`src/rtl/assert_macros.svh`:
```
// Assertion helpers used by hall_commutation_throttle_ramp_core.sv.
`ifndef ASSERT_MACROS_SVH
`define ASSERT_MACROS_SVH

`ifndef SYNTHESIS

`define ASSERT_PROP(lbl, clk, rstn, prop) \
  lbl: assert property (@(posedge clk) disable iff (!(rstn)) (prop)) \
    else $error("Assertion failed.");

`define ASSERT_NEVER(lbl, clk, rstn, prop) \
  lbl: assert property (@(posedge clk) disable iff (!(rstn)) !(prop)) \
    else $error("Forbidden condition seen.");

`else

`define ASSERT_PROP(lbl, clk, rstn, prop)

`define ASSERT_NEVER(lbl, clk, rstn, prop)

`endif

`endif

```
`src/rtl/hctr_pkg.sv`:
```
package hctr_pkg;

  typedef enum logic [1:0] {
    ReqHall = 2'd0,
    ReqTick = 2'd1,
    ReqCtrl = 2'd2
  } req_e;

  typedef enum logic [1:0] {
    CfgDeadband   = 2'd0,
    CfgRevLimit   = 2'd1,
    CfgRampIntvl  = 2'd2,
    CfgMotionTout = 2'd3
  } cfg_idx_e;

  localparam logic [7:0] DutyStep       = 8'd5;
  localparam logic [7:0] DutyCap        = 8'd250;
  localparam logic [9:0] TimerMax       = 10'd1023;
  localparam logic [2:0] HallAllLow     = 3'd0;
  localparam logic [2:0] HallAllHigh    = 3'd7;
  localparam logic [7:0] DeadbandRst    = 8'd10;
  localparam logic [7:0] RevLimitRst    = 8'd100;
  localparam logic [9:0] RampIntvlRst   = 10'd20;
  localparam logic [9:0] MotionToutRst  = 10'd100;

  typedef struct packed {
    logic [7:0] a;
    logic [7:0] b;
    logic [7:0] c;
  } phase_t;

  typedef struct packed {
    logic [7:0] deadband;
    logic [7:0] rev_limit;
    logic [9:0] ramp_intvl;
    logic [9:0] motion_tout;
  } cfg_t;

  typedef struct packed {
    logic       moving;
    logic       latched_dir;
    logic       dir_hazard;
    logic       hall_fault;
    logic       start_permit;
    logic       first_start;
    logic [7:0] duty;
    logic [9:0] motion_timer;
    logic [9:0] ramp_timer;
    phase_t     ph;
  } st_t;

  localparam phase_t PhaseOff = '{a: 8'd0, b: 8'd0, c: 8'd0};

  localparam st_t StReset = '{
    moving:       1'b0,
    latched_dir:  1'b0,
    dir_hazard:   1'b0,
    hall_fault:   1'b0,
    start_permit: 1'b0,
    first_start:  1'b1,
    duty:         8'd0,
    motion_timer: 10'd0,
    ramp_timer:   10'd0,
    ph:           PhaseOff
  };

  function automatic phase_t commute(logic [2:0] h, logic [7:0] p, logic fwd);
    phase_t r;
    r = PhaseOff;
    if (fwd) begin
      case (h)
        3'd1: begin r.a = p; r.c = p; end
        3'd2: begin r.b = p; r.c = p; end
        3'd3: begin r.a = p; r.b = p; end
        3'd4: r.b = p;
        3'd5: r.c = p;
        default: r.a = p;
      endcase
    end else begin
      case (h)
        3'd1: r.a = p;
        3'd2: r.b = p;
        3'd3: r.c = p;
        3'd4: r.b = p;
        3'd5: r.a = p;
        default: r.c = p;
      endcase
    end
    return r;
  endfunction

endpackage

```
`src/rtl/hctr_hall.sv`:
```
module hctr_hall (
  input  hctr_pkg::st_t  st_i,
  input  logic [2:0]     hall_i,
  input  logic           fwd_i,
  input  logic           brake_i,
  input  logic [7:0]     rev_limit_i,
  output hctr_pkg::st_t  st_o
);

  logic [7:0] p;

  always_comb begin
    p = (st_i.duty > rev_limit_i) ? rev_limit_i : st_i.duty;
    st_o = st_i;
    if (hall_i == hctr_pkg::HallAllLow || hall_i == hctr_pkg::HallAllHigh) begin
      st_o.ph = hctr_pkg::PhaseOff;
      st_o.hall_fault = 1'b1;
    end else if (st_i.moving && (fwd_i != st_i.latched_dir)) begin
      st_o.dir_hazard = 1'b1;
    end else begin
      st_o.motion_timer = '0;
      st_o.moving = 1'b1;
      st_o.latched_dir = fwd_i;
      if (st_i.duty == 8'd0 || !st_i.start_permit || brake_i) begin
        st_o.ph = hctr_pkg::PhaseOff;
      end else if (fwd_i) begin
        st_o.ph = hctr_pkg::commute(hall_i, st_i.duty, 1'b1);
      end else begin
        st_o.ph = hctr_pkg::commute(hall_i, p, 1'b0);
      end
    end
  end

endmodule

```
`src/rtl/hctr_step.sv`:
```
module hctr_step (
  input  hctr_pkg::st_t  st_i,
  input  hctr_pkg::cfg_t cfg_i,
  input  logic [1:0]     req_i,
  input  logic [2:0]     hall_i,
  input  logic [7:0]     throttle_i,
  input  logic           fwd_i,
  input  logic           brake_i,
  input  logic           ext_fault_i,
  output hctr_pkg::st_t  st_o
);

  hctr_pkg::st_t fs;
  hctr_pkg::st_t hall_in;
  hctr_pkg::st_t hall_out;
  hctr_pkg::st_t s;
  hctr_pkg::req_e req;
  logic          kick;
  logic [7:0]    diff;
  logic [7:0]    stp;
  logic [7:0]    sum;
  logic [9:0]    rt_inc;
  logic [9:0]    mt_inc;

  assign req = hctr_pkg::req_e'(req_i);

  always_comb begin
    fs = st_i;
    if (st_i.first_start) begin
      if (throttle_i > cfg_i.deadband) begin
        fs.start_permit = 1'b0;
      end else begin
        fs.start_permit = 1'b1;
        fs.first_start = 1'b0;
      end
    end
    kick = !fs.moving && fs.start_permit && !fs.first_start &&
           (throttle_i >= cfg_i.deadband);
    hall_in = (req == hctr_pkg::ReqHall) ? st_i : fs;
  end

  hctr_hall u_hall (
    .st_i        (hall_in),
    .hall_i      (hall_i),
    .fwd_i       (fwd_i),
    .brake_i     (brake_i),
    .rev_limit_i (cfg_i.rev_limit),
    .st_o        (hall_out)
  );

  always_comb begin
    st_o = st_i;
    s = kick ? hall_out : fs;
    diff = '0;
    stp = '0;
    sum = '0;
    rt_inc = (st_i.ramp_timer < hctr_pkg::TimerMax) ? st_i.ramp_timer + 10'd1
                                                     : st_i.ramp_timer;
    mt_inc = (st_i.motion_timer < hctr_pkg::TimerMax) ? st_i.motion_timer + 10'd1
                                                       : st_i.motion_timer;
    case (req)
      hctr_pkg::ReqHall: begin
        st_o = hall_out;
      end
      hctr_pkg::ReqTick: begin
        st_o.ramp_timer = rt_inc;
        st_o.motion_timer = mt_inc;
        if (mt_inc >= cfg_i.motion_tout) begin
          st_o.motion_timer = '0;
          st_o.moving = 1'b0;
        end
      end
      hctr_pkg::ReqCtrl: begin
        if (ext_fault_i || st_i.hall_fault) begin
          st_o.duty = '0;
          st_o.ph = hctr_pkg::PhaseOff;
        end else begin
          if (s.ramp_timer > cfg_i.ramp_intvl && s.start_permit) begin
            if (s.duty < throttle_i) begin
              s.ramp_timer = '0;
              diff = throttle_i - s.duty;
              stp = (diff >= hctr_pkg::DutyStep) ? hctr_pkg::DutyStep : diff;
              sum = s.duty + stp;
              s.duty = (sum > hctr_pkg::DutyCap) ? hctr_pkg::DutyCap : sum;
            end else if (s.duty > throttle_i) begin
              s.ramp_timer = '0;
              diff = s.duty - throttle_i;
              stp = (diff >= hctr_pkg::DutyStep) ? hctr_pkg::DutyStep : diff;
              s.duty = s.duty - stp;
            end
          end
          if (throttle_i < cfg_i.deadband) begin
            s.duty = '0;
            s.ph = hctr_pkg::PhaseOff;
          end
          if (brake_i) begin
            s.ph = hctr_pkg::PhaseOff;
          end
          if (s.dir_hazard) begin
            if (s.moving) begin
              s.ph = hctr_pkg::PhaseOff;
              s.duty = '0;
            end else begin
              s.dir_hazard = 1'b0;
            end
          end
          st_o = s;
        end
      end
      default: begin
        st_o = st_i;
      end
    endcase
  end

endmodule

```
`src/rtl/hall_commutation_throttle_ramp_core.sv`:
```
// Channel   Direction  Handshake                      Contents
// s_axis    in         s_axis_tvalid / s_axis_tready  one request item
// m_axis    out        m_axis_tvalid / m_axis_tready  one result item
// cfg       in         cfg_valid_i / cfg_ready_o      register index and value
//
// Each request yields one result; one per cycle unless the output stalls.
// The input register and the result register each hold one transaction, so a stalled
// output still lets one more request in before s_axis_tready drops.
// The controller state is updated in the cycle a request moves into the result register.
// Reset clears the state, loads the register defaults and takes effect at once.
`include "assert_macros.svh"

module hall_commutation_throttle_ramp_core (
  input  logic        clk_i,
  input  logic        rst_ni,
  input  logic        s_axis_tvalid,
  output logic        s_axis_tready,
  // hall[2:0], throttle[10:3], direction_fwd[11], brake[12], external_fault[13].
  input  logic [15:0] s_axis_tdata,
  // req_type[1:0].
  input  logic [1:0]  s_axis_tuser,
  output logic        m_axis_tvalid,
  input  logic        m_axis_tready,
  // phase_a_duty[7:0], phase_b_duty[15:8], phase_c_duty[23:16], current_duty[31:24],
  // is_moving[32], hall_fault_latched[33], dir_change_pending[34].
  output logic [39:0] m_axis_tdata,
  input  logic        cfg_valid_i,
  output logic        cfg_ready_o,
  input  logic [1:0]  cfg_index_i,
  input  logic [9:0]  cfg_data_i
);

  hctr_pkg::cfg_t cfg_q;
  hctr_pkg::st_t  st_q;
  hctr_pkg::st_t  st_d;
  logic           in_vld_q;
  logic [1:0]     req_q;
  logic [13:0]    in_data_q;
  logic           out_vld_q;
  logic [39:0]    out_data_q;
  logic           adv;

  assign adv           = in_vld_q && (!out_vld_q || m_axis_tready);
  assign s_axis_tready = !in_vld_q || adv;
  assign m_axis_tvalid = out_vld_q;
  assign m_axis_tdata  = out_data_q;
  assign cfg_ready_o   = 1'b1;

  hctr_step u_step (
    .st_i        (st_q),
    .cfg_i       (cfg_q),
    .req_i       (req_q),
    .hall_i      (in_data_q[2:0]),
    .throttle_i  (in_data_q[10:3]),
    .fwd_i       (in_data_q[11]),
    .brake_i     (in_data_q[12]),
    .ext_fault_i (in_data_q[13]),
    .st_o        (st_d)
  );

  always_ff @(posedge clk_i or negedge rst_ni) begin
    if (!rst_ni) begin
      cfg_q.deadband    <= hctr_pkg::DeadbandRst;
      cfg_q.rev_limit   <= hctr_pkg::RevLimitRst;
      cfg_q.ramp_intvl  <= hctr_pkg::RampIntvlRst;
      cfg_q.motion_tout <= hctr_pkg::MotionToutRst;
    end else if (cfg_valid_i) begin
      case (hctr_pkg::cfg_idx_e'(cfg_index_i))
        hctr_pkg::CfgDeadband:   cfg_q.deadband    <= cfg_data_i[7:0];
        hctr_pkg::CfgRevLimit:   cfg_q.rev_limit   <= cfg_data_i[7:0];
        hctr_pkg::CfgRampIntvl:  cfg_q.ramp_intvl  <= cfg_data_i;
        hctr_pkg::CfgMotionTout: cfg_q.motion_tout <= cfg_data_i;
        default: ;
      endcase
    end
  end

  always_ff @(posedge clk_i or negedge rst_ni) begin
    if (!rst_ni) begin
      st_q <= hctr_pkg::StReset;
    end else if (adv) begin
      st_q <= st_d;
    end
  end

  always_ff @(posedge clk_i or negedge rst_ni) begin
    if (!rst_ni) begin
      in_vld_q  <= 1'b0;
      out_vld_q <= 1'b0;
    end else begin
      if (s_axis_tready) begin
        in_vld_q <= s_axis_tvalid;
      end
      if (adv) begin
        out_vld_q <= 1'b1;
      end else if (m_axis_tready) begin
        out_vld_q <= 1'b0;
      end
    end
  end

  always_ff @(posedge clk_i) begin
    if (s_axis_tready && s_axis_tvalid) begin
      req_q     <= s_axis_tuser;
      in_data_q <= s_axis_tdata[13:0];
    end
    if (adv) begin
      out_data_q <= {5'd0, st_d.dir_hazard, st_d.hall_fault, st_d.moving, st_d.duty,
                     st_d.ph.c, st_d.ph.b, st_d.ph.a};
    end
  end

  `ASSERT_NEVER(a_duty_capped, clk_i, rst_ni, st_q.duty > hctr_pkg::DutyCap)
  `ASSERT_PROP(a_fault_sticky, clk_i, rst_ni, st_q.hall_fault |=> st_q.hall_fault)
  `ASSERT_PROP(a_move_clears_timer, clk_i, rst_ni, $rose(st_q.moving) |-> st_q.motion_timer == '0)
  `ASSERT_PROP(a_stall_holds_input, clk_i, rst_ni, in_vld_q && !adv |=> in_vld_q)

endmodule
```
`config.mk`:
```
export PLATFORM = sky130hd
export DESIGN_NAME = hall_commutation_throttle_ramp_core
export DESIGN_NICKNAME = d
export VERILOG_FILES = /design/src/rtl/hctr_pkg.sv /design/src/rtl/hctr_hall.sv /design/src/rtl/hctr_step.sv /design/src/rtl/hall_commutation_throttle_ramp_core.sv
export VERILOG_INCLUDE_DIRS = /design/src /design/src/rtl
export SDC_FILE = /design/constraint.sdc
export NUM_CORES = 1
export LEC_CHECK = 0
export ABC_AREA = 1
export BUFFER_PORTS_ARGS = -buffer_cell sky130_fd_sc_hd__buf_2
export CAP_MARGIN = 40
export CORE_UTILIZATION = 45
export CTS_CLUSTER_DIAMETER = 80
export DETAILED_ROUTE_END_ITERATION = 8
export GPL_ROUTABILITY_DRIVEN = 1
export PLACE_DENSITY_LB_ADDON = 0.2
export RECOVER_POWER = 50
export SLEW_MARGIN = 20
export SYNTH_ARGS = -nofsm -noshare
export SYNTH_HDL_FRONTEND = slang
export SYNTH_SLANG_ARGS = --single-unit
```
`constraint.sdc`:
```
create_clock -name clk_i -period 8.11 [get_ports clk_i]
set_input_delay 1.622 -clock clk_i [delete_from_list [all_inputs] [get_ports clk_i]]
set_output_delay 1.622 -clock clk_i [all_outputs]
set_load 0.03 [all_outputs]
```
Word-level counts from Yosys, hierarchy flattened
Cells that the tools add are included.
- muxes and demuxes: 54
- reduce and logical (&&, ||, !) cells: 39
- shifts and indexed selects: 0
- add/sub/neg operators: 6
- bitwise logic cells: 0
- $mul: 0
- div/mod/pow operators: 0
- equality and inequality tests: 15
- order comparisons: 13
- operators by type and width (cell ; count):
    2-to-1 mux 24 bit ; 9
    2-to-1 mux 8 bit ; 17
    2-to-1 mux 10 bit ; 8
    one-hot mux 20 bit (3 select lines) ; 1
    2-to-1 mux 58 bit ; 1
    2-to-1 mux 54 bit ; 1
    one-hot mux 24 bit (2 select lines) ; 1
    one-hot mux 13 bit (2 select lines) ; 1
    greater-than comparator 8 bit ; 3
    subtractor 8 bit ; 3
    adder 10 x 1 -> 10 bit, second input constant ; 2
    < comparator 10 bit, second input constant ; 2
    2-to-1 mux 20 bit ; 1
    greater-or-equal comparator 8 x 3 -> 1 bit, second input constant ; 2
    < comparator 8 bit ; 2
    AND reduction 4 bit ; 3
    greater-or-equal comparator 10 bit ; 1
    greater-than comparator 10 bit ; 1
    equality test 3 bit, second input constant ; 3
    2-to-1 mux 1 bit ; 9
    OR reduction 3 bit ; 3
    adder 8 bit ; 1
    greater-or-equal comparator 8 bit ; 1
    greater-than comparator 8 bit, second input constant ; 1
    23 further kinds ; 50
- memory bits (read-only): 0
- output and inout port bits: 43
- flip-flop bits (word level): 147
- bits of input ports: 35
- memories kept: 0
- bits in latches: 0
- memory bits (writable): 0

Longest topological paths before layout
Gate-level depths: netlist of the first run.
- word-level depth: 25
- gate-level depth with buffers: 32

By module
Synthesis of the first run repeated with hierarchy kept, for this count alone.
- cells, all modules: 1664
- area, all modules: 11858.9 µm²
- by module, submodules not included (module ; sequential area each (µm²) ; area each (µm²) ; cells an instance ; instances):
    hall_commutation_throttle_ramp_core ; 3947.5 ; 5465.2 ; 481 ; 1
    hctr_step ; 0.0 ; 4860.9 ; 859 ; 1
    hctr_hall ; 0.0 ; 1532.7 ; 324 ; 1

Worst setup path before layout of the first run
OpenSTA, ideal clock, no wires.
- path kind: register -> register
- from: register st_q[45] (netlist name)
- to: register out_data_q[26], in the netlist m_axis_tdata[26] (data pin)
- cell stages (with the launch flop): 30
- library setup time: 0.254 ns
- slack: 4.245 ns
- clock period less this slack: 3.865 ns
- required time: 7.856 ns
- arrival time: 3.611 ns
- cell sequence: dfrtp_1 inv_1 ha_1 nand2_2 nor2_1 nand2_1 nand3_1 nand2_1 nand2_1 nor2_1 nand2_1 or2_2 ha_1 nand2_1 o21ai_0 nand2_1 nand2_1 a21oi_1 xor2_1 nand2_1 a21oi_1 nand2_1 nor2_1 nand2_1 nand2_1 nand2_1 nand2_1 nand2_1 nand2_1 nand2_2
- RTL lines (element ; RTL line ; text):
    start, declared ; hall_commutation_throttle_ramp_core.sv:34 ; hctr_pkg::st_t st_q;
    start signal, assigned ; hall_commutation_throttle_ramp_core.sv:80 ; st_q <= hctr_pkg::StReset;
    start signal, assigned ; hall_commutation_throttle_ramp_core.sv:82 ; st_q <= st_d;
    end signal, assigned ; hall_commutation_throttle_ramp_core.sv:108 ; out_data_q <= {5'd0, st_d.dir_hazard, st_d.hall_fault, st_d.moving, st_d.duty,
    end, declared ; hall_commutation_throttle_ramp_core.sv:40 ; logic [39:0] out_data_q;

==> results of run 1 <==
==> power by group <==
group | switching, W | internal, W | total [W] | leakage (nW)
clock network | 0.000342 | 0.000471 | 0.000813 | 0.300
logic | 0.000749 | 0.000362 | 0.00111 | 3.40
registers | 0.000108 | 0.000929 | 0.00104 | 1.74
total | 0.00120 | 0.00176 | 0.00296 | 5.43
==> final cells by class <==
class	count	area [sq um]	area share
Multi-Input combinational cell	965	5256	0.4664
Sequential cell	147	3948	0.3502
Inverter	176	661.9	0.05873
Timing Repair Buffer	80	449.2	0.03985
Clock buffer	18	439.2	0.03897
Tap cell	280	350.3	0.03108
Clock inverter	14	166.4	0.01476
==> Yosys cell counts, types with 4 or more instances <==
library cell  instances  area share
o21ai_1               7      0.0035
fa_1                  4      0.0080
dfstp_2              11       0.029
o22ai_1              15      0.0093
buf_4                10      0.0075
nand2_1             341        0.13
inv_2                 7      0.0026
xor2_1               10      0.0087
nor2_1               70       0.026
nor3_1               22       0.011
nand3_2               4      0.0040
buf_2                 7      0.0035
nand4_1               6      0.0037
a21oi_1              67       0.033
inv_1               167       0.062
edfxtp_1             51        0.15
xnor2_1               5      0.0043
ha_1                 70       0.087
nand2_2              47       0.029
dfrtp_1              85        0.21
o32ai_1               4      0.0035
nor4_1                7      0.0043
o21ai_0             146       0.073
clkbuf_1             26      0.0097
nand3_1              80       0.040
a31oi_1               7      0.0043
buf_1                 4      0.0015
==> stage by stage <==
stage | cells | total power [W] | hold slack (ps) | setup WS [ps]
global route | 1680 | 0.003179 | 510.9 | 1429
global placement | 1642 | 0.002117 | 467.1 | 3356
finish | 1680 | 0.002962 | 481.9 | 2411
detailed placement | 1646 | 0.002150 | 473.2 | 3351
floorplan | 1337 | 0.001864 | 453.0 | 4245
CTS | 1678 | 0.002972 | 489.1 | 3323
==> routing by layer <==
metal,up-vias,track usage,routed length [um]
met4,0,0.06980,404
met5,-,0,0
met1,4163,0.3026,11570
met2,251,0.3726,11690
met3,30,0.04701,1262
li1,4473,-,-
==> worst max-delay path by stage <==
stage,start,to,depth (start not counted)
2_1_floorplan,st_q[45]$_DFFE_PN0P_,m_axis_tdata[26]$_DFFE_PP_,29
3_3_place_gp,st_q[46]$_DFFE_PN0P_,m_axis_tdata[26]$_DFFE_PP_,28
3_5_place_dp,st_q[46]$_DFFE_PN0P_,m_axis_tdata[26]$_DFFE_PP_,28
4_1_cts,st_q[46]$_DFFE_PN0P_,m_axis_tdata[26]$_DFFE_PP_,28
5_1_grt,rst_ni,cfg_q[33]$_DFFE_PN0P_,3
6_report,rst_ni,cfg_q[34]$_DFFE_PN0P_,3
==> flip-flops by register name, indices dropped and copies added, names as in the netlist <==
signal,count
cfg_q,36
in_data_q,14
st_q,58
req_q,2
m_axis_tdata,35
in_vld_q,1
m_axis_tvalid,1
==> worst min-delay path, cell delays in order (launching register included) <==
cell and delay [ps]:
dfrtp_1 340, nand2_1 50, o21ai_0 60
==> logic make-up after synthesis <==
| group | after synthesis | synth area share |
|---|---|---|
| other cells | 2 | 0.0007456 |
| mux | 1 | 0.0009938 |
| buf+inv | 225 | 0.09006 |
| compound gates | 270 | 0.1504 |
| fa+ha+maj | 74 | 0.09491 |
| xor+xnor | 15 | 0.01304 |
| flops | 147 | 0.3919 |
| simple gates | 591 | 0.2579 |
==> impl_metrics.toml, run 1 <==
[logic_synthesis]
ys_async_sr_fraction = 0.6531
syn_area_per_cell_sq_um = 7.602
ys_seq_area_frac = 0.3919
ys.flop_type = "dfrtp_1"
synth_cell_types = 60
synth_cells = 1325
synth_edf_count = 51
synth_seq_cells = 147
syn_area_sq_um = 10070
yosysWarnings = 0

[routing]
detail-route-antenna-nets = 0
routed_via_density = 5.308
wl_per_cell_um = 14.83
drtIter0Drc = 665
drt-total-wl_um = 24920
vias = 8917
first_pass_iters = 8
drc = 0

[run_status]
violations = "capacitance limit, slew limit"
status = "finished, violations left"

[floorplan]
dieArea_sq_um = 22990
core_region_area_sq_um = 21890
num_io_pins = 78
die_h_um = 151.6
rows = 54
die_width_um = 151.6
start_util = 0.4601

[setup_path]
path_buf_inv = 3
crit_top_cell = "clkbuf_1"
crit_path_cell_trace = "clkbuf_1, clkbuf_1, clkbuf_1"
reg2regPathDepth = 28
cp.required_ps = 8200
cp-end-kind = "async pin"
cpMaxStageDelayCell = "clkbuf_1"
arrival_ps = 5780
timing.rr.end = "m_axis_tdata[26]$_DFFE_PP_"
crit_fanout = 40
start_kind = "input port"
r2r-start = "st_q[46]$_DFFE_PN0P_"
critPathKind = "input port to async pin"
path_delay_family = "buffers and inverters"
cpPeakStageDelay_ps = 1650
rrSetupSlack_ps = 3240

[timing]
finalSetupTns_ps = 0
rsz0062_at_grt = "false"
max_slew_margin = -0.4665
period_minus_slack_ps = 5699
worst_slew_pin_slew_ps = 2200
drv_slew = 133
fmax_mhz = 175.5
finalClockSkew_ps = 13.23
timing.final.crit_share = 0.7027
hold_violations = 0
setup_viol = 0

[global_route]
grt_use_total = 0.2280
grt_pass1_wl_um = 40730
grt_max_degree = 78
overflow = 0
grt_pass1_vias = 8091
antenna_found_initial = 0

[cells_and_area]
mostFrequentLayoutCell = "nand2_1"
final_util = 0.5149
fin_area_sq_um = 11270
synthToLayoutAreaGrowth_pct = 11.90
diodes = 0
fillCellCount = 2133
final_cell_mix = "341 x nand2_1, 167 x inv_1, 146 x o21ai_0, 85 x dfrtp_1, 81 x nand3_1"
nets = 1496
drive_above_1_share = 0.1393

[worst_hold_path]
min_to = "cfg_q[7]$_DFFE_PN0P_"
hold_start = "cfg_q[7]$_DFFE_PN0P_"
hold_path_class = "register to register"
hold_path_depth = 2

[clock_network]
clockBufferDepth = 2
htreeDepth = 4
clk_pin_slew_worst_paths_ps = 60
post_cts_resized = 0
postCtsSetupBuffers = 0
numCtsBuffers = 17
cts_tree = "done"
cts_sinks = 147
clock_latency_ps = 430
cts-root-buf = "clkbuf_16"
ctsHoldBuffers = 0

[job]
max-cap-violations = 4

[power]
p_leak_nw = 5.432
vdd_drop_max_mv = 0.1652
p_per_area_nw_per_um2 = 262.8

[placement]
port_buffers = 69
place_area_sq_um = 10680
finalWeightedCongestion = 0.8829
place_hpwl_um = 17980
No activity file was read; power rests on OpenSTA's default activity.
==> inputs of run 2 (changes only) <==
==> constraint.sdc (replaced) <==
create_clock -name clk_i -period 5.7 [get_ports clk_i]
set_input_delay 1.14 -clock clk_i [delete_from_list [all_inputs] [get_ports clk_i]]
set_output_delay 1.14 -clock clk_i [all_outputs]
set_load 0.03 [all_outputs]
==> impl_metrics.toml, run 2 (synthesis gave the netlist of run 1 again) <==
[timing]
hold_violations = 0
rsz0062_at_grt = "false"
drv_slew = 103
setup_viol = 0
worst_slew_pin_slew_ps = 2566
finalSetupTns_ps = 0
finalClockSkew_ps = 9.530
max_slew_margin = -0.7105
timing.final.crit_share = 0.8112
period_minus_slack_ps = 4624
fmax_mhz = 216.3

[clock_network]
clock_latency_ps = 420
numCtsBuffers = 17
postCtsSetupBuffers = 0
cts_sinks = 147
clk_pin_slew_worst_paths_ps = 60
clockBufferDepth = 2
cts-root-buf = "clkbuf_16"
htreeDepth = 4
ctsHoldBuffers = 0
cts_tree = "done"
post_cts_resized = 0

[placement]
finalWeightedCongestion = 0.9022
port_buffers = 69
place_hpwl_um = 17970

[setup_path]
crit_fanout = 8
cp.required_ps = 5880
critPathKind = "register to register"
arrival_ps = 4800
start_kind = "register"
cpPeakStageDelay_ps = 580
cpMaxStageDelayCell = "dfrtp_1"
cp-end-kind = "register"
crit_top_cell = "nand2_1"

[global_route]
use_met1 = 0.3055
overflow = 0
met2_usage = 0.3767
gr-usage-met3 = 0.03443
grt_use_total = 0.2277
top_usage_layer = "met2"
antenna_found_initial = 0
grt_pass1_vias = 8134
grt_max_degree = 78
grt_pass1_wl_um = 40670

[cells_and_area]
nets = 1499
largest-register = "st_q"
largest_reg_flops = 58
fillCellCount = 2160
synthToLayoutAreaGrowth_pct = 12.53
final_cell_mix = "341 x nand2_1, 168 x inv_1, 147 x o21ai_0, 85 x dfrtp_1, 80 x nand3_1"
drive_above_1_share = 0.1390
diodes = 0
mostFrequentLayoutCell = "nand2_1"

[power]
p_per_area_nw_per_um2 = 378.5
p_leak_nw = 5.457
vdd_drop_max_mv = 0.2340
power_w = 0.004290

[routing]
routed_via_density = 5.314
first_pass_iters = 7
vias = 8944
drtIter0Drc = 588
drc = 0
drt-total-wl_um = 24890
detail-route-antenna-nets = 0
wl_per_cell_um = 14.79

[floorplan]
rows = 54
die_width_um = 151.6
num_io_pins = 78
die_h_um = 151.6
start_util = 0.4601
core_region_area_sq_um = 21890
dieArea_sq_um = 22990

[run_status]
violations = "capacitance limit, slew limit"
status = "finished, violations left"

[job]
max-cap-violations = 3

[worst_hold_path]
hold_path_class = "register to register"
-- run 2: changes by cell type in the layout (fill, tap and decap cells not counted), sizes merged --
cell,previous run,this run
clkinv,8,6
buf,71,76
bufinv,2,5
clkbuf,27,26
clkinvlp,0,2
inv,180,176
-- run 2: worst max-delay path: cells and delay by family, from the launching register on --
kind | cells | cell delay, ps
fa+ha+maj | 2 | 860
simple gates | 20 | 1820
xor+xnor | 1 | 210
buf+inv | 2 | 430
compound gates | 3 | 460
flops | 1 | 580
-- run 2: where the power goes --
part,internal [W],switching [W]
Combinational,0.000517,0.00107
Clock,0.000777,0.000453
Sequential,0.00132,0.000153
Total,0.00262,0.00167
-- run 2: area by class of cell --
| cell class | instances | area, sq um | area share |
|---|---|---|---|
| repair buffers | 83 | 471.7 | 0.04162 |
| flip-flops and latches | 147 | 3948 | 0.3483 |
| inverters | 176 | 661.9 | 0.05840 |
| clock inverters | 13 | 203.9 | 0.01799 |
| well taps | 280 | 350.3 | 0.03091 |
| multi-input cells | 965 | 5266 | 0.4646 |
| clock buffers | 19 | 432.9 | 0.03819 |
-- run 2: final timing paths --
check | slack, ps | depth (start not counted) | to | startpoint
setup / recovery | 1080 | 28 | m_axis_tdata[26]$_DFFE_PP_ | st_q[47]$_DFFE_PN0P_
hold / removal | 490 | 2 | cfg_q[15]$_DFFE_PN0P_ | cfg_q[15]$_DFFE_PN0P_
setup reg to reg | 1080 | 28 | m_axis_tdata[26]$_DFFE_PP_ | st_q[47]$_DFFE_PN0P_
hold reg to reg | 490 | 2 | cfg_q[15]$_DFFE_PN0P_ | cfg_q[15]$_DFFE_PN0P_
max in group asynchronous | 1430 | 3 | cfg_q[5]$_DFFE_PN1P_ | rst_ni
min in group asynchronous | 1100 | 1 | st_q[49]$_DFFE_PN0P_ | rst_ni
-- run 2: routing by layer --
| layer | wire (um) | share of wire |
|---|---|---|
| met1 | 11620 | 0.47 |
| met2 | 11740 | 0.47 |
| met3 | 1084 | 0.044 |
| met4 | 444 | 0.018 |
| met5 | 0 | 0 |
-- run 2: per-stage QoR --
stage / hold WS (ps) / std cells / area [sq um] / setup slack (ps) / utilization
3_3_place_gp: 467.1 / 1646 / 10640 / 1197 / 0.4861
2_1_floorplan: 453.0 / 1337 / 10120 / 1835 / -
4_1_cts: 489.0 / 1682 / 11340 / 1090 / 0.5182
3_5_place_dp: 473.5 / 1650 / 10710 / 1121 / 0.4891
5_1_grt: 498.8 / 1683 / 11330 / 615.2 / 0.5178
6_report: 487.8 / 1683 / 11330 / 1076 / 0.5178
